===== config.mk =====
export PLATFORM = sky130hd
export DESIGN_NAME = spq_cell
export DESIGN_NICKNAME = d
export VERILOG_FILES = /design/src/rtl/spq_pkg.sv /design/src/rtl/spq_cell.sv
export SDC_FILE = /design/constraint.sdc
export NUM_CORES = 1
export LEC_CHECK = 0
export ABC_AREA = 1
export ABC_CLOCK_PERIOD_IN_PS = 8100
export BUFFER_PORTS_ARGS = -buffer_cell sky130_fd_sc_hd__buf_2
export CAP_MARGIN = 20
export CORE_AREA = 10 10 93 95
export CTS_CLUSTER_DIAMETER = 60
export DETAILED_ROUTE_END_ITERATION = 10
export DIE_AREA = 0 0 103 105
export GPL_TIMING_DRIVEN = 0
export MAX_ROUTING_LAYER = met4
export PLACE_DENSITY = 0.85
export SYNTH_ARGS = -nofsm -noshare
export SYNTH_HDL_FRONTEND = slang
export SYNTH_SLANG_ARGS = --single-unit
export TNS_END_PERCENT = 100

===== constraint.sdc =====
create_clock -name clk -period 8.1 [get_ports clk]
set_clock_uncertainty 0.15 [all_clocks]
set_input_delay 0.81 -clock clk [delete_from_list [all_inputs] [get_ports clk]]
set_output_delay 0.81 -clock clk [all_outputs]
set_load 0.05 [all_outputs]

===== src/rtl/spq_pkg.sv =====
// Shared types and constants for the sorted priority queue.
// Used by spq_cell and sorted_priority_queue_top; no dependencies.
package spq_pkg;

    // Queue geometry
    localparam int DEPTH  = 64;
    localparam int PRIO_W = 16;
    localparam int DATA_W = 32;
    localparam int CNT_W  = $clog2(DEPTH + 1);
    localparam int OCC_W  = 7;

    // Opcodes
    localparam logic OP_INSERT = 1'b0;
    localparam logic OP_REMOVE = 1'b1;

    // Result status codes
    typedef enum logic [1:0] {
        ST_DONE  = 2'd0,
        ST_EMPTY = 2'd1,
        ST_FULL  = 2'd2
    } status_t;

    // One stored entry
    typedef struct packed {
        logic [PRIO_W-1:0] prio;
        logic [DATA_W-1:0] data;
    } entry_t;

    // Command broadcast to every cell of the chain
    typedef struct packed {
        logic   ins;
        logic   rem;
        entry_t entry;
    } cell_cmd_t;

endpackage


===== src/rtl/spq_cell.sv =====
// One cell of the shift-register priority queue chain.
// Depends on spq_pkg (entry_t, cell_cmd_t).
module spq_cell (
    input  logic               clk,
    input  spq_pkg::cell_cmd_t cmd,
    input  logic               occupied,
    input  logic               left_gt,
    input  spq_pkg::entry_t    left_entry,
    input  spq_pkg::entry_t    right_entry,
    output logic               gt,
    output spq_pkg::entry_t    entry
);

    spq_pkg::entry_t entry_reg;
    spq_pkg::entry_t entry_next;

    // An empty cell counts as larger than any priority
    assign gt = !occupied || (entry_reg.prio > cmd.entry.prio);

    // Insert: larger entries move right, the first larger slot takes the new one.
    // Remove: everything moves left.
    always_comb
    begin
        entry_next = entry_reg;
        if (cmd.ins && gt)
        begin
            entry_next = left_gt ? left_entry : cmd.entry;
        end
        else if (cmd.rem)
        begin
            entry_next = right_entry;
        end
    end

    always_ff @(posedge clk)
    begin
        entry_reg <= entry_next;
    end

    assign entry = entry_reg;

endmodule


### Word-level counts from Yosys, hierarchy flattened

Cells that the tools add are included.

* register bits after elaboration: 48
* bits of input ports: 149
* word-level logic and storage cells: 10

* $lt $le $gt $ge: 1
* multiplexer cells: 3
* reduce and logical (&&, ||, !) cells: 4

Operators by type and width (count)
* $mux W48: 3
* $gt A16 B16 Y1: 1
* $reduce_bool A2 Y1: 1
* $logic_and A1 B1 Y1: 1
* $logic_not A1 Y1: 1
* $logic_or A1 B1 Y1: 1

### Longest topological paths before layout

Gate-level depths: netlist of run 1.

* word-level depth: 4
* mapped depth: 18
* gate-level depth less buffers: 16

### Worst setup path before layout of run 1

Ideal clock, no wire load.

* kind: input to register
* start point: in cmd[47] (netlist bit)
* end point: reg entry_reg, in the netlist entry[0] (enable)
* library setup time: 407 ps
* arrival: 3012 ps
* data required time: 7543 ps
* path slack: 4531 ps
* cell stages on the path: 12
* path buffers: 2
* cell sequence: inv_1 ha_1 nand2_1 nor3_2 nand2_1 nand2_1 nand2_1 nand2_2 nand2_2 buf_6 buf_6 nand2_1

* cells in the longest elaborated chain, start to end: 4

Ends and longest elaborated chain
* from (decl): line spq_cell.sv:5 `input spq_pkg::cell_cmd_t cmd,`
* $gt A16 B16 Y1: line spq_cell.sv:18 `assign gt = !occupied || (entry_reg.prio > cmd.entry.prio);`
* $logic_or A1 B1 Y1: line spq_cell.sv:18
* $logic_and A1 B1 Y1: line spq_cell.sv:25 `if (cmd.ins && gt)`
* $reduce_bool A2 Y1 (no line)
* to (signal assigned): line spq_cell.sv:37 `entry_reg <= entry_next;`
* to (decl): line spq_cell.sv:14 `spq_pkg::entry_t entry_reg;`

Every way passes these cells.
A chain may end at the register's enable or synchronous reset.

### Final worst setup path of run 1

* start point: in cmd[43] (netlist bit)
* end point: out gt

* cells in the longest elaborated chain, start to end: 2

Ends and longest elaborated chain
* $gt A16 B16 Y1: line spq_cell.sv:18
* $logic_or A1 B1 Y1: line spq_cell.sv:18
* to (decl): line spq_cell.sv:10 `output logic gt,`

Every way passes these cells.

==> impl_metrics.sql, run 1 <==
INSERT INTO impl_metrics (metric_group, metric, value, unit) VALUES
('global_routing', 'grt_start_max_net_pins', '26', ''),
('synth', 'yosys_register_bits', '48', ''),
('detailed_routing', 'routed_via_density', '4.95', ''),
('die', 'design.die.area', '10800', 'um^2'),
('critical_path', 'worst-path-buf-inv', '4', ''),
('critical_path', 'critPathMaxFanout', '10', ''),
('clocking', 'htree_num_levels', '2', ''),
('clocking', 'tritoncts', 'built', ''),
('sta', 'worst-slew-pin-transition', '670', 'ps'),
('placement', 'finalWeightedCongestion', '0.844', ''),
('status', 'run_status', 'finished clean', ''),
('clocking', 'insertion_delay', '290', 'ps'),
('detailed_routing', 'dr.pass1.iters', '4', ''),
('sta', 'setup_total_negative_slack', '0', 'ps'),
('global_routing', 'grt_pass1_vias', '3571', ''),
('detailed_routing', 'wire_per_inst', '17.3', 'um'),
('critical_path', 'cp_top_family', 'buffers and inverters', ''),
('synth', 'postSynthAreaPerCell', '8.86', 'um^2'),
('hold_path', 'hp-start', 'right_entry[20]', ''),
('critical_path', 'path_class', 'in -> out', ''),
('critical_path', 'critical_path.endpoint_type', 'output pin', ''),
('hold_path', 'min_path_type', 'in -> reg', ''),
('die', 'placeableCoreArea', '6760', 'um^2'),
('sta', 'post-route-min-period', '3400', 'ps'),
('global_routing', 'globalRouteOverflowTotal', '0', ''),
('synth', 'synth_seq_area_share', '0.462', ''),
('placement', 'numPortBuffers', '196', ''),
('final_layout', 'commonest_non_fill_non_tap_cells_in_the_layout', '207 x sky130_fd_sc_hd__buf_2, 129 x sky130_fd_sc_hd__nand2_1, 50 x sky130_fd_sc_hd__nand3_1', ''),
('die', 'die_extent_in_y', '105', 'um'),
('pwr', 'total_power_of_the_final_layout', '0.000793', 'W'),
('global_routing', 'gr-usage-all-layers', '0.203', ''),
('final_layout', 'largest_reg_flops', '48', ''),
('run', 'number_of_max_cap_violations', '0', ''),
('pwr', 'cellLeakagePower', '2.31', 'nW'),
('sta', 'timing.max_slew.rel_slack', '0.552', ''),
('global_routing', 'global_route_wire_length_before_repair', '17.1', 'mm'),
('clocking', 'clockRootBuffer', 'sky130_fd_sc_hd__clkbuf_8', ''),
('sta', 'count_of_final_hold_check_violations', '0', ''),
('global_routing', 'number_of_antenna_violations_at_the_first_check_in_global_routing', '0', ''),
('final_layout', 'antenna_cells_inserted', '0', ''),
('synth', 'yosys_warnings', '0', ''),
('pwr', 'power.density', '184', 'nW/um^2'),
('detailed_routing', 'via_count', '3155', ''),
('clocking', 'numCtsBuffers', '5', ''),
('sta', 'rsz0062_at_grt', 'no', ''),
('clocking', 'cts_max_path_buffers', '2', ''),
('clocking', 'cts.clk_slew.worst_paths', '90', 'ps'),
('final_layout', 'fin_cells', '637', ''),
('sta', 'final_min_period_over_clock_period', '0.419', ''),
('final_layout', 'layout.nets', '721', ''),
('synth', 'post_synth_inst_count', '352', ''),
('placement', 'place.detailed.instances', '629', ''),
('critical_path', 'critPathLaunchType', 'primary input', ''),
('synth', 'synth.lib_cells_used.distinct', '18', ''),
('die', 'boundary_pin_count', '198', ''),
('sta', 'max_clock_freq', '294', 'MHz'),
('final_layout', 'share_of_cells_above_drive_strength_1', '0.456', ''),
('critical_path', 'worst_path_largest_cell_delay', '320', 'ps'),
('pwr', 'ir_drop', '0.0848', 'mV'),
('critical_path', 'reg2reg_from', 'entry[46]$_DFFE_PP_', ''),
('critical_path', 'critical_path.cell_chain', 'buf_2 > inv_1 > ha_1 > nand4_1 > nor3_2 > nand2_1 > nand2_1 > nand2_1 > nand2_2 > buf_2 > buf_2', ''),
('clocking', 'post_cts.repair.setup_buffers', '0', ''),
('clocking', 'post_cts.resized_instances', '0', ''),
('detailed_routing', 'detail-route-antenna-nets', '0', ''),
('sta', 'setup_violations', '0', ''),
('detailed_routing', 'drt_drc_violations_left', '0', ''),
('final_layout', 'area_delta_synth_final', '38.2', '%'),
('clocking', 'cts-hold-fix-buffers', '0', ''),
('sta', 'drv_slew', '0', ''),
('synth', 'syn_nets', '517', ''),
('detailed_routing', 'dr.first_iter.drc_count', '93', ''),
('critical_path', 'cp_data_arrival_time', '2440', 'ps'),
('synth', 'synth_area', '3120', 'um^2'),
('clocking', 'numClockSinks', '48', ''),
('die', 'num_rows', '30', ''),
('critical_path', 'cp_data_required_time', '7140', 'ps'),
('critical_path', 'timing.critical_path.slowest_stage_cell', 'sky130_fd_sc_hd__ha_1', ''),
('critical_path', 'crit_start', 'cmd[43]', ''),
('die', 'die-width', '103', 'um'),
('detailed_routing', 'total_routed_length', '11.0', 'mm'),
('die', 'floorplan.initialDensity', '0.461', ''),
('final_layout', 'final_common_cell', 'sky130_fd_sc_hd__buf_2', ''),
('placement', 'place_hpwl', '9.04', 'mm');
## Yosys cell counts
library cell	count	share of area
sky130_fd_sc_hd__buf_1	1	0.0012
sky130_fd_sc_hd__nand2_2	2	0.0040
sky130_fd_sc_hd__mux2_2	33	0.12
sky130_fd_sc_hd__nand3_1	50	0.080
sky130_fd_sc_hd__nand4_1	1	0.0020
sky130_fd_sc_hd__clkbuf_1	6	0.0072
sky130_fd_sc_hd__ha_1	16	0.064
sky130_fd_sc_hd__nor3_2	1	0.0032
sky130_fd_sc_hd__edfxtp_1	48	0.46
sky130_fd_sc_hd__buf_2	11	0.018
sky130_fd_sc_hd__a21o_1	1	0.0024
sky130_fd_sc_hd__inv_1	21	0.025
sky130_fd_sc_hd__o21ai_0	16	0.026
sky130_fd_sc_hd__buf_6	3	0.011
sky130_fd_sc_hd__nor2_1	5	0.0060
sky130_fd_sc_hd__nand2_1	130	0.16
sky130_fd_sc_hd__buf_4	1	0.0024
sky130_fd_sc_hd__a21oi_1	6	0.0096
## worst paths after layout
| kind | end | slack [ps] | depth (start not counted) |
|---|---|---|---|
| worst max register to register | entry[25]$_DFFE_PP_ | 5110 | 12 |
| worst min-delay path | entry[20]$_DFFE_PP_ | 620 | 3 |
| worst max-delay path | gt | 4700 | 11 |
| worst min register to register | entry[7]$_DFFE_PP_ | 1140 | 10 |
## tightest hold or removal path: cells and delay by family
kind          cells  cell delay (ps)
buf+inv           1               80
simple gates      2               80
## metal layers
metal	wire (um)	GRT usage
met1	4310	0.223
met2	5720	0.357
met3	818	0.0474
met4	179	0.0507
met5	0	-
## per-stage QoR
| step | area [um^2] | utilization | hold WS, ps | setup WS, ps |
|---|---|---|---|---|
| after floorplan | 3120 | - | 839 | 4530 |
| after global placement | 4200 | 0.621 | 923 | 3720 |
| after detailed placement | 4230 | 0.626 | 927 | 4570 |
| after CTS | 4310 | 0.638 | 614 | 4710 |
| after global routing | 4310 | 0.638 | 622 | 4540 |
| final | 4310 | 0.638 | 622 | 4700 |
## cell families (layout without fill, tap and decap cells)
| kind of cell | after synthesis | in the layout | synth area share |
|---|---|---|---|
| AOI/OAI and AO/OA | 23 | 23 | 0.0377 |
| adders and majority gates | 16 | 16 | 0.0642 |
| buffers and inverters | 43 | 248 | 0.0646 |
| DFF | 48 | 48 | 0.462 |
| muxes | 33 | 33 | 0.119 |
| and+or+nand+nor | 189 | 189 | 0.252 |
## area by class of cell
class / instances / area, um^2
multi-input cells: 261 / 1480
well taps: 80 / 100
fillers: 592 / 2450
clock inverters: 1 / 3.75
clock buffers: 7 / 76.3
repair buffers: 197 / 1010
inverters: 21 / 78.8
flip-flops and latches: 48 / 1440
plain buffers: 22 / 123
## power by group
group          internal, W  leakage [nW]  switching [W]
sequential        0.000316         0.491      0.0000114
clock            0.0000604        0.0399      0.0000803
combinational    0.0000998          1.77       0.000226
No activity file was read; power rests on OpenSTA's default activity.
==> inputs of run 2 (changes only) <==
ABC_AREA = 0   (was 1)
ABC_CLOCK_PERIOD_IN_PS = 3000   (was 8100)
CORE_AREA = 10 10 100 102   (was 10 10 93 95)
DIE_AREA = 0 0 110 112   (was 0 0 103 105)
PLACE_DENSITY = 0.76   (was 0.85)
clock period = 3 ns   (was 8.1 ns; I/O delays follow)
==> run 2 against run 1 <==
Effect of this change: count of clock-buffer cells in the layout shrank 2; die area up 14%; critical path type is now reg -> reg; hold slack lost 470 ps; cell area increased by 0.55%; synthesized cell count is 33% lower; utilization down 10 points; sequential power grew to 2.7 times the previous value; setup slack got worse by 4600 ps.
==> impl_metrics.sql, run 2 <==
INSERT INTO impl_metrics (metric_group, metric, value, unit) VALUES
('synth', 'synth_compound_area_frac', '0.0548', ''),
('final_layout', 'final_common_cell', 'sky130_fd_sc_hd__buf_2', ''),
('placement', 'place_hpwl', '8.34', 'mm'),
('clocking', 'cts_max_path_buffers', '2', ''),
('placement', 'place_ws', '-329', 'ps'),
('sta', 'timing.max_slew.rel_slack', '0.612', ''),
('synth', 'combinational_family_with_the_most_area_after_synthesis', 'multiplexers', ''),
('die', 'placeableCoreArea', '8050', 'um^2'),
('synth', 'synth_top_area_cell', 'sky130_fd_sc_hd__edfxtp_1', ''),
('synth', 'synthMuxAreaShare', '0.309', ''),
('sta', 'rsz0062_at_grt', 'no', ''),
('global_routing', 'use_met3', '0.0450', ''),
('synth', 'netlist.area_leader.share', '0.471', ''),
('detailed_routing', 'wire_per_inst', '19.0', 'um'),
('placement', 'finalWeightedCongestion', '0.815', ''),
('critical_path', 'path_class', 'reg -> reg', ''),
('pwr', 'power.share.combinational', '0.399', ''),
('detailed_routing', 'via_count', '2680', ''),
('critical_path', 'critical_path.endpoint_type', 'register', ''),
('synth', 'synth_async_sr_flop_share', '0', ''),
('sta', 'max_clock_freq', '345', 'MHz'),
('pwr', 'power_report.internal_total', '0.00130', 'W'),
('clocking', 'tritoncts', 'built', ''),
('sta', 'setup_total_negative_slack', '0', 'ps'),
('final_layout', 'area_delta_synth_final', '41.5', '%'),
('final_layout', 'antenna_cells_inserted', '0', ''),
('critical_path', 'worst_path_largest_cell_delay', '520', 'ps'),
('synth', 'synthAdderAreaFrac', '0.0654', ''),
('final_layout', 'largest_reg_flops', '48', ''),
('die', 'boundary_pin_count', '198', ''),
('synth', 'yosys_register_bits', '48', ''),
('critical_path', 'cp_data_required_time', '2880', 'ps'),
('die', 'die_extent_in_y', '112', 'um'),
('synth', 'synth-main-ff-cell', 'sky130_fd_sc_hd__edfxtp_1', ''),
('synth', 'synth_seq_area_share', '0.471', ''),
('sta', 'fin_worst_hold_slack', '154', 'ps'),
('clocking', 'insertion_delay', '290', 'ps'),
('detailed_routing', 'dr.first_iter.drc_count', '77', ''),
('die', 'floorplan.initialDensity', '0.380', ''),
('placement', 'numPortBuffers', '196', ''),
('synth', 'xor_xnor_share_of_the_synthesized_area', '0', ''),
('synth', 'synth-edff-count', '48', ''),
('final_layout', 'share_of_cells_above_drive_strength_1', '0.680', ''),
('sta', 'worst-slew-pin-transition', '582', 'ps'),
('die', 'die-width', '110', 'um'),
('run', 'number_of_max_cap_violations', '0', ''),
('pwr', 'sw_frac_of_total', '0.368', ''),
('synth', 'synth.most_common_cell', 'sky130_fd_sc_hd__mux2_2', ''),
('synth', 'synthTopCellsByArea', 'sky130_fd_sc_hd__edfxtp_1 47%, sky130_fd_sc_hd__mux2_2 26%, sky130_fd_sc_hd__ha_1 6.5%', ''),
('detailed_routing', 'drt_drc_violations_left', '0', ''),
('final_layout', 'fin_cells', '546', ''),
('synth', 'syn_nets', '400', ''),
('sta', 'count_of_final_hold_check_violations', '0', ''),
('pwr', 'cellLeakagePower', '2.03', 'nW'),
('detailed_routing', 'dr.pass1.iters', '4', ''),
('pwr', 'sequentialPowerShare', '0.425', ''),
('sta', 'post-route-min-period', '2900', 'ps'),
('clocking', 'cts-hold-fix-buffers', '0', ''),
('detailed_routing', 'detail-route-antenna-nets', '0', ''),
('clocking', 'cts.clk_slew.worst_paths', '90', 'ps'),
('die', 'num_rows', '33', ''),
('sta', 'drv_slew', '0', ''),
('sta', 'setup_violations', '0', ''),
('global_routing', 'global_route.usage.met2', '0.301', ''),
('hold_path', 'min_path_type', 'in -> reg', ''),
('synth', 'yosys_warnings', '0', ''),
('critical_path', 'cp_data_arrival_time', '2780', 'ps'),
('global_routing', 'global_route_wire_length_before_repair', '15.6', 'mm'),
('status', 'run_status', 'finished clean', ''),
('clocking', 'numClockSinks', '48', ''),
('global_routing', 'gr-max-usage-layer', 'met2', ''),
('synth', 'post_synth_inst_count', '235', ''),
('clocking', 'clockRootBuffer', 'sky130_fd_sc_hd__clkbuf_8', ''),
('pwr', 'power_switching', '0.000757', 'W'),
('global_routing', 'number_of_antenna_violations_at_the_first_check_in_global_routing', '0', ''),
('clocking', 'htree_num_levels', '2', ''),
('critical_path', 'reg2regPathDepth', '8', ''),
('synth', 'post_synth_and_or_nand_nor_area_fraction', '0.0560', ''),
('clocking', 'numCtsBuffers', '5', ''),
('die', 'design.die.area', '12300', 'um^2'),
('detailed_routing', 'routed_via_density', '4.91', ''),
('pwr', 'power.density', '475', 'nW/um^2'),
('global_routing', 'grt_util_met1', '0.172', ''),
('critical_path', 'timing.critical_path.slowest_stage_cell', 'sky130_fd_sc_hd__or4_4', ''),
('global_routing', 'grt_pass1_vias', '3078', ''),
('pwr', 'ir_drop', '0.219', 'mV'),
('synth', 'synth.lib_cells_used.distinct', '30', ''),
('final_layout', 'layout.nets', '606', ''),
('critical_path', 'critical_path.cell_chain', 'ha_1 > a21oi_1 > nor2_1 > or4_4 > o311a_4 > buf_6 > buf_8 > or2_4', ''),
('synth', 'postSynthAreaPerCell', '13.0', 'um^2'),
('pwr', 'clock_power_share', '0.176', ''),
('clocking', 'post_cts.repair.setup_buffers', '0', ''),
('synth', 'synth_area', '3060', 'um^2'),
('sta', 'finalWorstSetupSlack', '100', 'ps'),
('global_routing', 'grt_start_max_net_pins', '14', ''),
('critical_path', 'critPathMaxFanout', '13', ''),
('hold_path', 'holdPathStages', '2', ''),
('critical_path', 'critPathLaunchType', 'register', ''),
('detailed_routing', 'total_routed_length', '10.3', 'mm'),
('sta', 'final_min_period_over_clock_period', '0.967', ''),
('global_routing', 'globalRouteOverflowTotal', '0', ''),
('synth', 'netlist_top_cells_count', '72 x sky130_fd_sc_hd__mux2_2, 48 x sky130_fd_sc_hd__edfxtp_1, 19 x sky130_fd_sc_hd__nand2_1', ''),
('placement', 'place.detailed.instances', '536', ''),
('global_routing', 'gr-usage-all-layers', '0.166', ''),
('final_layout', 'commonest_non_fill_non_tap_cells_in_the_layout', '196 x sky130_fd_sc_hd__buf_2, 72 x sky130_fd_sc_hd__mux2_2, 48 x sky130_fd_sc_hd__edfxtp_1', '');
[run 2: repair_timing]
item,CTS,global route
hold endpoints to repair,0,0
endpoints found under the setup margin,48,0
gates resized for setup,3,0
[run 2: cells by family (layout without fill, tap and decap cells)]
group	count (synthesis)	in the layout
AND/OR/NAND/NOR	34	37
adder cells (fa/ha/maj)	16	16
flip-flops	48	48
multiplexers	81	81
buffers and inverters	28	231
AO/OA/AOI/OAI	28	28
[run 2: metal layers]
| metal | share of wire | vias up | wire [um] |
|---|---|---|---|
| met4 | 0.012 | 0 | 119 |
| met2 | 0.53 | 117 | 5490 |
| met1 | 0.38 | 1262 | 3920 |
| met5 | 0 | - | 0 |
| li1 | - | 1290 | - |
| met3 | 0.079 | 11 | 813 |
[run 2: final timing paths]
check                      startpoint             endpoint  slack, ps
hold reg to reg   entry[47]$_DFFE_PP_   entry[5]$_DFFE_PP_       1180
hold / removal        right_entry[43]  entry[43]$_DFFE_PP_        150
setup / recovery  entry[43]$_DFFE_PP_  entry[25]$_DFFE_PP_        100
setup reg to reg  entry[43]$_DFFE_PP_  entry[25]$_DFFE_PP_        100
[run 2: power groups by stage]
stage | registers (W) | logic, W | clock network, W
floorplan | 0.00118 | 0.000284 | 0
finish | 0.000874 | 0.000821 | 0.000363
CTS | 0.000875 | 0.000831 | 0.000385
global route | 0.000881 | 0.000881 | 0.000408
global placement | 0.000885 | 0.000804 | 0
detailed placement | 0.000891 | 0.000817 | 0
[run 2: cell type report]
| type | count | area (um^2) |
|---|---|---|
| Clock inverter | 2 | 7.51 |
| Buffer | 12 | 75.1 |
| Clock buffer | 5 | 68.8 |
| Timing Repair Buffer | 196 | 981 |
| Inverter | 16 | 60.1 |
| Multi-Input combinational cell | 162 | 1570 |
| Tap cell | 105 | 131 |
| Sequential cell | 48 | 1440 |
| Fill cell | 738 | 3720 |
[run 2: metrics by stage]
stage               total power, W  instance area, um^2  utilization
finish                     0.00206                 4330        0.538
global placement           0.00169                 4230        0.525
floorplan                  0.00146                 3120            -
CTS                        0.00209                 4330        0.538
global route               0.00217                 4330        0.538
detailed placement         0.00171                 4230        0.525
[run 2: worst max-delay path, delay by kind of cell (launching register included)]
family / cells / cell delay [ps]
flops: 1 / 410
buf+inv: 2 / 340
simple gates: 3 / 920
fa+ha+maj: 1 / 310
compound gates: 2 / 510
